<file path="config.mk">
export PLATFORM = sky130hd
export DESIGN_NAME = oaht_hash
export DESIGN_NICKNAME = d
export VERILOG_FILES = /design/src/rtl/core/oaht_pkg.sv /design/src/rtl/core/oaht_hash.sv
export SDC_FILE = /design/constraint.sdc
export NUM_CORES = 1
export LEC_CHECK = 0
export ABC_CLOCK_PERIOD_IN_PS = 4800
export BUFFER_PORTS_ARGS = -buffer_cell sky130_fd_sc_hd__buf_2
export CAP_MARGIN = 0
export CORE_UTILIZATION = 57
export DETAILED_ROUTE_END_ITERATION = 16
export GPL_ROUTABILITY_DRIVEN = 1
export PLACE_DENSITY = 0.85
export RECOVER_POWER = 100
export SLEW_MARGIN = 10
export SYNTH_ARGS = -nofsm -noshare
export SYNTH_HDL_FRONTEND = slang
export SYNTH_SLANG_ARGS = --single-unit
</file>
<file path="constraint.sdc">
create_clock -name clk -period 4.8 [get_ports clk]
set_input_delay 0.96 -clock clk [delete_from_list [all_inputs] [get_ports clk]]
set_output_delay 0.96 -clock clk [all_outputs]
set_load 0.005 [all_outputs]
</file>
<file path="src/rtl/core/oaht_pkg.sv">
`timescale 1ns / 1ps
package oaht_pkg;

    localparam logic [31:0] FNV_BASIS = 32'd2166136261;
    localparam logic [31:0] FNV_PRIME = 32'd16777619;

    typedef enum logic [1:0] {
        ACT_SET = 2'd0,
        ACT_GET = 2'd1,
        ACT_DEL = 2'd2,
        ACT_NOP = 2'd3
    } action_t;

    typedef enum logic [2:0] {
        S_CLEAR,
        S_IDLE,
        S_HASH,
        S_READ,
        S_CHECK,
        S_WRITE,
        S_DONE
    } ctrl_state_t;

    typedef enum logic [2:0] {
        H_IDLE,
        H_BYTES,
        H_QUOT,
        H_PROD,
        H_MOD
    } hash_state_t;

    // one table slot as stored in the slot memory
    typedef struct packed {
        logic        occupied;
        logic        tombstone;
        logic [3:0]  key_len;
        logic [63:0] key;
        logic [63:0] value;
    } entry_t;

    // request from the controller to the hash unit
    typedef struct packed {
        logic        start;
        logic [3:0]  len;
        logic [63:0] key;
    } hash_req_t;

    // keeps only the first len bytes
    function automatic logic [63:0] key_mask(input logic [3:0] len);
        logic [63:0] m;
        m = '0;
        for (int b = 0; b < 8; b++)
        begin
            if (4'(b) < len)
            begin
                m[b*8 +: 8] = 8'hff;
            end
        end
        return m;
    endfunction

endpackage

</file>
<file path="src/rtl/core/oaht_hash.sv">
`timescale 1ns / 1ps
module oaht_hash #(
    parameter int CAPACITY = 64,
    parameter int IDX_W    = 6
) (
    input  logic                clk,
    input  logic                rst_n,
    input  oaht_pkg::hash_req_t req,
    output logic                done,
    output logic [IDX_W-1:0]    index
);
    import oaht_pkg::*;

    localparam logic [31:0] CAP32 = 32'(CAPACITY);
    // floor(2^32 / CAPACITY): the quotient estimate is low by at most one
    localparam logic [31:0] RECIP = 32'((64'd1 << 32) / 64'(CAPACITY));

    hash_state_t      state_reg, state_next;
    logic [31:0]      h_reg, h_next;
    logic [63:0]      key_sh_reg, key_sh_next;
    logic [3:0]       len_reg, len_next;
    logic [3:0]       cnt_reg, cnt_next;
    logic [31:0]      q_reg, q_next;
    logic [31:0]      qc_reg, qc_next;
    logic [63:0]      prod;
    logic [31:0]      r;

    always_ff @(posedge clk or negedge rst_n)
    begin
        if (!rst_n)
        begin
            state_reg <= H_IDLE;
        end
        else
        begin
            state_reg <= state_next;
        end
    end

    always_ff @(posedge clk)
    begin
        h_reg      <= h_next;
        key_sh_reg <= key_sh_next;
        len_reg    <= len_next;
        cnt_reg    <= cnt_next;
        q_reg      <= q_next;
        qc_reg     <= qc_next;
    end

    // reciprocal quotient, then remainder with one correcting subtract
    always_comb
    begin
        prod = 64'(h_reg) * 64'(RECIP);
        r    = h_reg - qc_reg;
        if (r >= CAP32)
        begin
            r = r - CAP32;
        end
    end

    always_comb
    begin
        state_next  = state_reg;
        h_next      = h_reg;
        key_sh_next = key_sh_reg;
        len_next    = len_reg;
        cnt_next    = cnt_reg;
        q_next      = q_reg;
        qc_next     = qc_reg;
        done        = 1'b0;
        index       = r[IDX_W-1:0];
        case (state_reg)
            H_IDLE:
            begin
                if (req.start)
                begin
                    h_next      = FNV_BASIS;
                    key_sh_next = req.key;
                    len_next    = req.len;
                    cnt_next    = '0;
                    state_next  = H_BYTES;
                end
            end
            H_BYTES:
            begin
                if (cnt_reg == len_reg)
                begin
                    state_next = H_QUOT;
                end
                else
                begin
                    // one byte per cycle, multiplier registered
                    h_next      = 32'((h_reg ^ {24'd0, key_sh_reg[7:0]}) * FNV_PRIME);
                    key_sh_next = key_sh_reg >> 8;
                    cnt_next    = cnt_reg + 4'd1;
                end
            end
            H_QUOT:
            begin
                q_next     = prod[63:32];
                state_next = H_PROD;
            end
            H_PROD:
            begin
                qc_next    = q_reg * CAP32;
                state_next = H_MOD;
            end
            H_MOD:
            begin
                done       = 1'b1;
                state_next = H_IDLE;
            end
            default:
            begin
                state_next = H_IDLE;
            end
        endcase
    end

endmodule

</file>
==> run summary, run 1 <==
post-route fraction of the period consumed by the critical path: 0.732
final weighted congestion in routability-driven placement: 0.805
max FFs per register: 48
worst rel slew slack: -0.258
area share of the leading cell type in the synthesized netlist: 0.614
fraction of final layout cells with drive strength greater than 1: 0.201
initial cell density of the core: 0.594
count of endpoints failing setup in the final report: 0
pin count of the biggest net entering global routing: 54
# port buffers: 61
Vert. Die Dim: 74.9 um
kind of launch point of the worst setup path: register
maximum ir drop on the vdd rail: 0.000464 V
number of hold buffers added after cts: 0
average cell area after synthesis: 11.4 sq um
dominant cells by area after synthesis: edfxtp_1 (61%), nand2_1 (16%), ha_1 (3.7%)
met3 Track Usage GR: 0.0616
overflow left after global routing: 0
post-layout net count: 409
TritonCTS clock tree: yes
commonest non-fill, non-tap cells in the layout: nand2_1 (127), edfxtp_1 (62), buf_2 (54)
clock sinks: 65
CP arrival: 3470 ps
Critical Path Fanout Max: 53
combined global-route utilization of all metal layers: 0.191
final WL: 4.75 mm
via count of the first global-routing pass: 1887
wire length of the first global-routing pass: 7.65 mm
leakage power: 1.59 nW
Netlist Area Pre-Place: 3030 sq um
routed via count divided by cell count: 4.89
result of the run: finished, violations left
final setup skew: 7.97 ps
violations in the final reports: capacitance limit, slew limit
Worst-Skew Late Latency: 340 ps
number of endpoints with negative hold slack in the final report: 0
Detailed Place HPWL: 3.13 mm
met2 demand-to-capacity share in global routing: 0.341
CP Capture Type: register
TritonCTS Buffers: 9
width of the die: 74.9 um
most common cell after layout, fill and taps aside: nand2_1
# resized after CTS: 0
Floorplan Core Area: 5110 sq um
max-cap check violation count: 2
total inserted antenna cells: 0
unrepaired setup endpoints after global routing: false
H-tree lvl count: 3
clock transition time at the flip-flop clock pins of the worst setup and hold paths: 60 ps
path class of the lowest-slack min-delay path: primary input to async pin
number of cell rows: 26
buffer cell driving the clock tree root: clkbuf_8
via total after detailed routing: 1970
maximum frequency from static timing analysis: 285 MHz
Final min period: 3510 ps
Final Total Pwr: 0.00313 W
warnings from Yosys: 0
setup_tns: 0 ps
violation count after the first detailed-route iteration: 90
number of unique standard cell types used by synthesis: 31
number of antenna violations at the first check in global routing: 0
number of detailed-route iterations in the first pass: 4
WP data required: 4760 ps
number of I/O pins: 78
Syn Inst Count: 267
synthesized flop and latch total: 65
power per unit of standard cell area: 898 nW/um^2
cell type contributing the most total cell area after synthesis: edfxtp_1
GRT met1 Usage: 0.204
# DRC: 0
slew at the pin closest to its max-slew limit: 1890 ps
post-CTS setup buffers: 0
residual antenna-violating net count after detailed routing: 0
Synthesized Nets: 348
Area growth, synth to finish: 15.0%
type of the worst setup path: register to register
per-cell routed wire length: 11.8 um
global routing's busiest layer: met2
setup slack of the most critical reg-to-reg path: 1290 ps
Slew Limit Fails: 104
buffers from clock root to sink, at most: 2
sequential-to-total area share from yosys stat: 0.639
DIE AREA: 5610 sq um
[final timing paths]
path,start,endpoint,cells after the start
worst max-delay path,state_reg[1]$_DFFE_PN0P_,key_sh_reg[32]$_DFFE_PP_,3
worst min-delay path,rst_n,state_reg[1]$_DFFE_PN0P_,1
worst max register to register,state_reg[1]$_DFFE_PN0P_,key_sh_reg[32]$_DFFE_PP_,3
worst min register to register,key_sh_reg[52]$_DFFE_PP_,key_sh_reg[44]$_DFFE_PP_,2
max in group asynchronous,rst_n,state_reg[0]$_DFFE_PN0P_,1
min in group clk,key_sh_reg[52]$_DFFE_PP_,key_sh_reg[44]$_DFFE_PP_,2
[worst max-delay path, cell delays in order, from the launching register on]
cell and delay, ps:
dfrtp_1 460, or3b_1 1050, o21bai_4 820, clkbuf_2 790
[report_power, final]
part           switching, W  total (W)  internal [W]
Clock              0.000187   0.000404      0.000217
Sequential         0.000108    0.00128       0.00117
Combinational      0.000868    0.00145      0.000579
[synthesized netlist by cell type (all sizes together)]
cell,number
buf,10
mux2i,1
and2,10
nand2b,2
edfxtp,62
or3b,1
xor2,9
nor2,3
nor3,2
o21ai,1
xnor2,8
a21o,1
clkbuf,3
nand3b,1
or3,1
a21oi,1
nor4b,1
ha,9
dfrtp,3
nand3,2
and3b,1
inv,2
nand2,127
fa,1
nor3b,2
o21a,1
nor4,1
o21bai,1
[stage by stage]
stage / instance area [sq um] / worst slack (ps) / cells / hold WS [ps] / util
floorplan: 3030 / 1690 / 267 / 484 / -
global placement: 3350 / 1660 / 387 / 487 / 0.656
detailed placement: 3350 / 1620 / 387 / 491 / 0.656
CTS: 3520 / 1800 / 403 / 391 / 0.689
global route: 3490 / 1000 / 403 / 415 / 0.683
finish: 3490 / 1290 / 403 / 419 / 0.683
[layer usage]
layer / wire length (um) / part of all wire
met1: 1990 / 0.42
met3: 279 / 0.059
met2: 2400 / 0.51
met5: 0 / 0
met4: 75 / 0.016
[layout make-up]
class | instances | area [sq um]
clock buffer | 16 | 170
fill | 413 | 1620
inverter | 2 | 7.51
multi-input combinational | 187 | 980
sequential | 65 | 1940
tap | 70 | 87.6
timing repair buffer | 63 | 305
[cells by family after synthesis]
family,synth area share
buf+inv,0.0367
compound gates,0.0120
flops,0.639
xor+xnor,0.0491
mux,0.00330
fa+ha+maj,0.0437
simple gates,0.216
Power figures use the tool's default switching activity.
==> run 2, diff against run 1 <==
- ABC_AREA: default -> 1
- ABC_CLOCK_PERIOD_IN_PS: 4800 -> 2900
- CORE_UTILIZATION: 57 -> 48
- PLACE_DENSITY: 0.85 -> 0.76
- clock period: 4.8 -> 2.9 ns (I/O delays scaled with it)
==> run 2 against run 1 <==
  * The run now ends clean
  * Largest cell class unchanged
  * Clock skew grew 4.9 ps
  * Area after synthesis is 1.2% higher
  * Wire length up 9.7%
  * Count of clock-buffer cells in the layout is 4 lower
  * Critical path type unchanged
  * Setup slack worse by 1100 ps
  * Utilization fell by 8.1 points
  * Flip-flop and latch count unchanged
  * Maximum frequency is 30% higher
  * Critical path depth up 13
  * Highest routed layer unchanged
  * Final cell count grew 14%
==> run summary, run 2 <==
dominant combinational cell family by area after synthesis: simple AND/OR/NAND/NOR gates
TritonCTS clock tree: yes
most frequent cells after synthesis: nand2_1 (164), edfxtp_1 (62), inv_1 (28)
CP max stage delay: 410 ps
number of I/O pins: 78
# port buffers: 61
number of unique standard cell types used by synthesis: 21
type of the worst setup path: register to register
Synthesized Nets: 398
worst rel slew slack: 0.0342
via count of the first global-routing pass: 2028
final setup skew: 12.9 ps
max-cap check violation count: 0
Area growth, synth to finish: 18.3%
path class of the lowest-slack min-delay path: primary input to async pin
maximum ir drop on the vdd rail: 0.000885 V
number of flops mapped to enable cells by yosys: 62
result of the run: complete, no violations
TritonCTS Buffers: 9
Netlist Area Pre-Place: 3070 sq um
cell type contributing the most total cell area after synthesis: edfxtp_1
area share of the leading cell type in the synthesized netlist: 0.607
buffer cell driving the clock tree root: clkbuf_8
number of endpoints with negative hold slack in the final report: 0
wire length of the first global-routing pass: 8.31 mm
via total after detailed routing: 2168
sequential-to-total area share from yosys stat: 0.632
slew at the pin closest to its max-slew limit: 1450 ps
Critical Path Fanout Max: 3
average cell area after synthesis: 9.67 sq um
violation count after the first detailed-route iteration: 172
commonest non-fill, non-tap cells in the layout: nand2_1 (164), edfxtp_1 (62), buf_2 (55)
Sequential Area: 1940 sq um
clock transition time at the flip-flop clock pins of the worst setup and hold paths: 70 ps
width of the die: 81.9 um
Post-Synth Simple-Gate Area: 0.247
overflow left after global routing: 0
Crit path max-delay family: adder cells
instance count on the critical path: 16
post-layout net count: 462
most used flip-flop cell after synthesis: edfxtp_1
path depth of the worst reg2reg path: 16
number of buffer and inverter instances along the worst setup path: 3
CP Capture Type: register
H-tree lvl count: 3
residual antenna-violating net count after detailed routing: 0
final weighted congestion in routability-driven placement: 0.757
kind of launch point of the worst setup path: register
initial cell density of the core: 0.509
dominant cells by area after synthesis: edfxtp_1 (61%), nand2_1 (20%), ha_1 (3.7%)
setup_tns: 0 ps
number of detailed-route iterations in the first pass: 4
final WL: 5.21 mm
setup slack of the most critical reg-to-reg path: 200 ps
max FFs per register: 48
Slew Limit Fails: 0
pin count of the biggest net entering global routing: 59
Vert. Die Dim: 81.9 um
post-synthesis xor/xnor area fraction: 0.0200
combined global-route utilization of all metal layers: 0.172
# DRC: 0
Final Total Pwr: 0.00514 W
total inserted antenna cells: 0
warnings from Yosys: 0
highest-delay cell along the critical path: edfxtp_1
routed via count divided by cell count: 4.70
synthesized flop and latch total: 65
clock sinks: 65
share of the core filled with cells: 0.602
most common cell after layout, fill and taps aside: nand2_1
most used cell along the critical path: nand2_1
most frequently used cell type in the post-synthesis netlist: nand2_1
chain of cells forming the critical path: inv_1, nand2_1, nand2_1, inv_1, nor2_1, nor2_1, ha_1, ha_1, fa_2, nand3b_1, nand2_1, inv_1, nand2_1, nand2_1, nor2_1, nor2_1
CP arrival: 2800 ps
Syn Inst Count: 317
Floorplan Core Area: 6030 sq um
per-cell routed wire length: 11.3 um
buffers from clock root to sink, at most: 2
combined area of the multi-input logic cells: 971 sq um
multiplexer fraction of the synthesized cell area: 0
Filler Cell Count: 547
leakage power: 1.79 nW
count of endpoints failing setup in the final report: 0
number of antenna violations at the first check in global routing: 0
post-route fraction of the period consumed by the critical path: 0.932
unrepaired setup endpoints after global routing: false
Post-Synth Adder-Cell Area: 0.0432
power per unit of standard cell area: 1420 nW/um^2
Worst-Skew Late Latency: 340 ps
number of cell rows: 28
number of hold buffers added after cts: 0
Final min period: 2700 ps
post-synthesis compound-gate area fraction: 0.00571
WP data required: 3000 ps
Detailed Place HPWL: 3.43 mm
DIE AREA: 6710 sq um
fraction of final layout cells with drive strength greater than 1: 0.189
maximum frequency from static timing analysis: 370 MHz
share of synthesized flip-flops with an asynchronous set or reset: 0.0462
-- run 2: cell count changes after synthesis, sizes merged, moves of 2 or more --
cell	before	now
and2	10	0
buf	10	7
inv	2	30
nand2	127	164
nand2b	2	0
nand3	2	5
nand3b	1	3
nor2	3	16
nor3b	2	0
xnor2	8	5
xor2	9	2
-- run 2: timing repair --
| action | in CTS | in global routing |
|---|---|---|
| buffers inserted | 0 | 0 |
| resized for setup | 0 | 1 |
| setup endpoints to repair | 0 | 1 |
-- run 2: worst paths after layout --
check | from | to
max | h_reg[0]$_SDFFCE_PN1P_ | h_reg[5]$_SDFFCE_PN0P_
max in group asynchronous | rst_n | state_reg[1]$_DFFE_PN0P_
min | rst_n | state_reg[0]$_DFFE_PN0P_
max reg2reg | h_reg[0]$_SDFFCE_PN1P_ | h_reg[5]$_SDFFCE_PN0P_
min in group clk | req[65] | len_reg[1]$_DFFE_PP_
min reg2reg | state_reg[2]$_DFFE_PN0P_ | state_reg[2]$_DFFE_PN0P_
-- run 2: layout make-up --
class,instances,share of cell area
Multi-Input combinational cell,212,0.268
Clock buffer,12,0.0372
Timing Repair Buffer,63,0.0859
Inverter,30,0.0310
Tap cell,75,0.0259
Clock inverter,4,0.0186
Sequential cell,65,0.534
-- run 2: power breakdown --
group          internal [W]  switching, W  total (W)
sequential          0.00193      0.000182    0.00212
combinational      0.000739       0.00148    0.00222
clock              0.000480      0.000322   0.000802
total               0.00315       0.00199    0.00514
-- run 2: kinds of logic after synthesis --
family          Yosys count
simple gates            192
flops                    65
buf+inv                  40
fa+ha+maj                10
xor+xnor                  7
compound gates            3
-- run 2: metrics by stage --
step / setup slack (ps) / hold slack, ps / instances / area [sq um]
2_1_floorplan: 216 / 284 / 317 / 3070
3_3_place_gp: 219 / 378 / 445 / 3440
3_5_place_dp: 129 / 386 / 445 / 3440
4_1_cts: 120 / 13.8 / 461 / 3650
5_1_grt: 6.57 / 41.1 / 461 / 3630
6_report: 198 / 44.8 / 461 / 3630
-- run 2: layer usage --
metal	wire length, um	part of all wire	global-route usage
met2	2540	0.49	0.297
met5	0	0	0
met3	277	0.053	0.0422
met1	2290	0.44	0.186
met4	93	0.018	0.111
==> run 3, diff against run 2 <==
- ABC_CLOCK_PERIOD_IN_PS: 2900 -> 2800
- CORE_UTILIZATION: 48 -> 55
- CTS_BUF_LIST: default -> sky130_fd_sc_hd__clkbuf_4 sky130_fd_sc_hd__clkbuf_8
- PLACE_DENSITY: 0.76 -> 0.82
- clock period: 2.9 -> 2.8 ns (I/O delays scaled with it)
==> run 3 against run 2 <==
  * Register-to-register slack got worse by 20 ps
  * Critical path depth shrank 1
  * Flip-flop and latch count unchanged
  * Combinational power increased by 9.9%
  * Utilization up 9.0 points
  * Clock power decreased by 16%
  * Final area fell by 0.10%
  * Hold slack improved by 370 ps
  * Global-route usage up 2.3 points
  * Die area fell by 12%
==> run summary, run 3 (synthesis gave the netlist of run 2 again) <==
share of power burned in the clock network: 0.127
highest-delay cell along the critical path: edfxtp_1
Critical Path Fanout Max: 3
Detailed Place HPWL: 3.41 mm
max-cap check violation count: 0
switching power share of the total: 0.398
Worst-Skew Late Latency: 320 ps
post-layout net count: 464
maximum ir drop on the vdd rail: 0.000839 V
via count of the first global-routing pass: 2151
path class of the lowest-slack min-delay path: primary input to register
number of endpoints with negative hold slack in the final report: 0
result of the run: complete, no violations
Final Total Pwr: 0.00528 W
number of antenna violations at the first check in global routing: 0
combined area of the multi-input logic cells: 991 sq um
leakage power: 1.79 nW
wire length of the first global-routing pass: 8.76 mm
type of the worst setup path: register to register
kind of launch point of the worst setup path: register
CP Capture Type: register
DIE AREA: 5880 sq um
setup_tns: 0 ps
maximum frequency from static timing analysis: 382 MHz
CP max stage delay: 410 ps
filler-free cell count of the finished design: 457
power per unit of standard cell area: 1460 nW/um^2
number of I/O pins: 78
number of cell rows: 26
fraction of final layout cells with drive strength greater than 1: 0.214
H-tree lvl count: 3
commonest non-fill, non-tap cells in the layout: nand2_1 (162), edfxtp_1 (62), buf_2 (59)
most common cell after layout, fill and taps aside: nand2_1
count of placed standard cells including taps: 440
Floorplan Core Area: 5240 sq um
clock sinks: 65
Filler Cell Count: 428
final WL: 5.25 mm
TritonCTS clock tree: yes
violation count after the first detailed-route iteration: 89
number of detailed-route iterations in the first pass: 6
overflow left after global routing: 0
count of endpoints failing setup in the final report: 0
combined global-route utilization of all metal layers: 0.195
slew at the pin closest to its max-slew limit: 994 ps
width of the die: 76.7 um
number of buffer and inverter instances along the worst setup path: 2
per-cell routed wire length: 11.5 um
CP arrival: 2700 ps
initial cell density of the core: 0.586
# port buffers: 61
Area growth, synth to finish: 18.2%
final setup skew: 7.65 ps
Final min period: 2620 ps
share of the core filled with cells: 0.692
Vert. Die Dim: 76.7 um
final weighted congestion in routability-driven placement: 0.832
# DRC: 0
proportion of power drawn by flip-flops and latches: 0.410
WP data required: 2890 ps
post-route fraction of the period consumed by the critical path: 0.935
worst rel slew slack: 0.335
Net Sw Power: 0.00210 W
total inserted antenna cells: 0
buffers from clock root to sink, at most: 2
internal power: 0.00318 W
unrepaired setup endpoints after global routing: false
via total after detailed routing: 2191
combinational share of power: 0.463
Slew Limit Fails: 0
Sequential Area: 1940 sq um
chain of cells forming the critical path: inv_1, nand2_1, nand2_2, inv_2, ha_1, ha_1, ha_1, fa_2, nand3b_1, nand2_1, nand3_1, nand2_1, nand2_1, nand2_1, nor2_1
TritonCTS Buffers: 9
max FFs per register: 48
residual antenna-violating net count after detailed routing: 0
routed via count divided by cell count: 4.79
most used cell along the critical path: nand2_1
Crit path max-delay family: adder cells
pin count of the biggest net entering global routing: 58
worst hold slack across all endpoints: 410 ps
clock transition time at the flip-flop clock pins of the worst setup and hold paths: 60 ps
buffer cell driving the clock tree root: clkbuf_8
run 3: changes by cell type in the layout (fill, tap and decap cells not counted), sizes merged:
cell         previous run  this run
bufinv                  2         0
clkinv                  2         1
dlygate4sd3             0         1
buf                    57        60
run 3: power by group through the flow:
| stage | logic, W | registers [W] | clock network [W] |
|---|---|---|---|
| 4_1_cts | 0.00243 | 0.00217 | 0.000688 |
| 6_report | 0.00244 | 0.00217 | 0.000670 |
| 5_1_grt | 0.00285 | 0.00222 | 0.000726 |
| 2_1_floorplan | 0.00182 | 0.00218 | 0 |
| 3_3_place_gp | 0.00228 | 0.00217 | 0 |
| 3_5_place_dp | 0.00242 | 0.00219 | 0 |
run 3: final cells by class:
| type | instances | area share |
|---|---|---|
| sequential | 65 | 0.534 |
| multi-input combinational | 212 | 0.273 |
| timing repair buffer | 65 | 0.0915 |
| clock buffer | 14 | 0.0445 |
| inverter | 30 | 0.0311 |
| tap | 70 | 0.0242 |
| clock inverter | 1 | 0.00104 |
run 3: worst reg2reg max path, cell delays in order, from the launching register on:
cell      delay (ps)
edfxtp_1         410
inv_1             70
nand2_1           60
nand2_2           80
inv_2             50
ha_1             290
ha_1             280
ha_1             220
fa_2             350
nand3b_1         160
nand2_1          100
nand3_1           70
nand2_1           90
nand2_1           60
nand2_1           50
nor2_1            40
run 3: repair_timing:
item / 4_1_cts / 5_1_grt
hold buffers: 0 / 1
setup buffers: 0 / 1
resized for setup: 0 / 6
endpoints found under the hold margin: 0 / 3
endpoints found under the setup margin: 0 / 1
run 3: layer usage:
layer / wire length, um / vias up / GRT usage
li1: - / 1137 / -
met1: 2230 / 986 / 0.212
met2: 2730 / 59 / 0.350
met3: 206 / 9 / 0.0417
met4: 84 / 0 / 0.108
met5: 0 / - / 0
run 3: final timing paths:
path	start	end	slack [ps]	cells past startpoint
worst max register to register	h_reg[3]$_SDFFCE_PN0P_	h_reg[5]$_SDFFCE_PN0P_	180	15
worst min register to register	state_reg[2]$_DFFE_PN0P_	state_reg[2]$_DFFE_PN0P_	490	1
worst max-delay path	h_reg[3]$_SDFFCE_PN0P_	h_reg[5]$_SDFFCE_PN0P_	180	15
max in group asynchronous	rst_n	state_reg[2]$_DFFE_PN0P_	2030	2
min in group asynchronous	rst_n	state_reg[1]$_DFFE_PN0P_	610	2
worst min-delay path	req[66]	len_reg[2]$_DFFE_PP_	410	1
run 3: stage by stage:
stage | instance area, sq um | setup WS (ps)
after floorplan | 3070 | 116
after global placement | 3450 | 125
after detailed placement | 3450 | 97.2
after CTS | 3610 | 71.5
after global routing | 3620 | 0.668
final | 3620 | 183
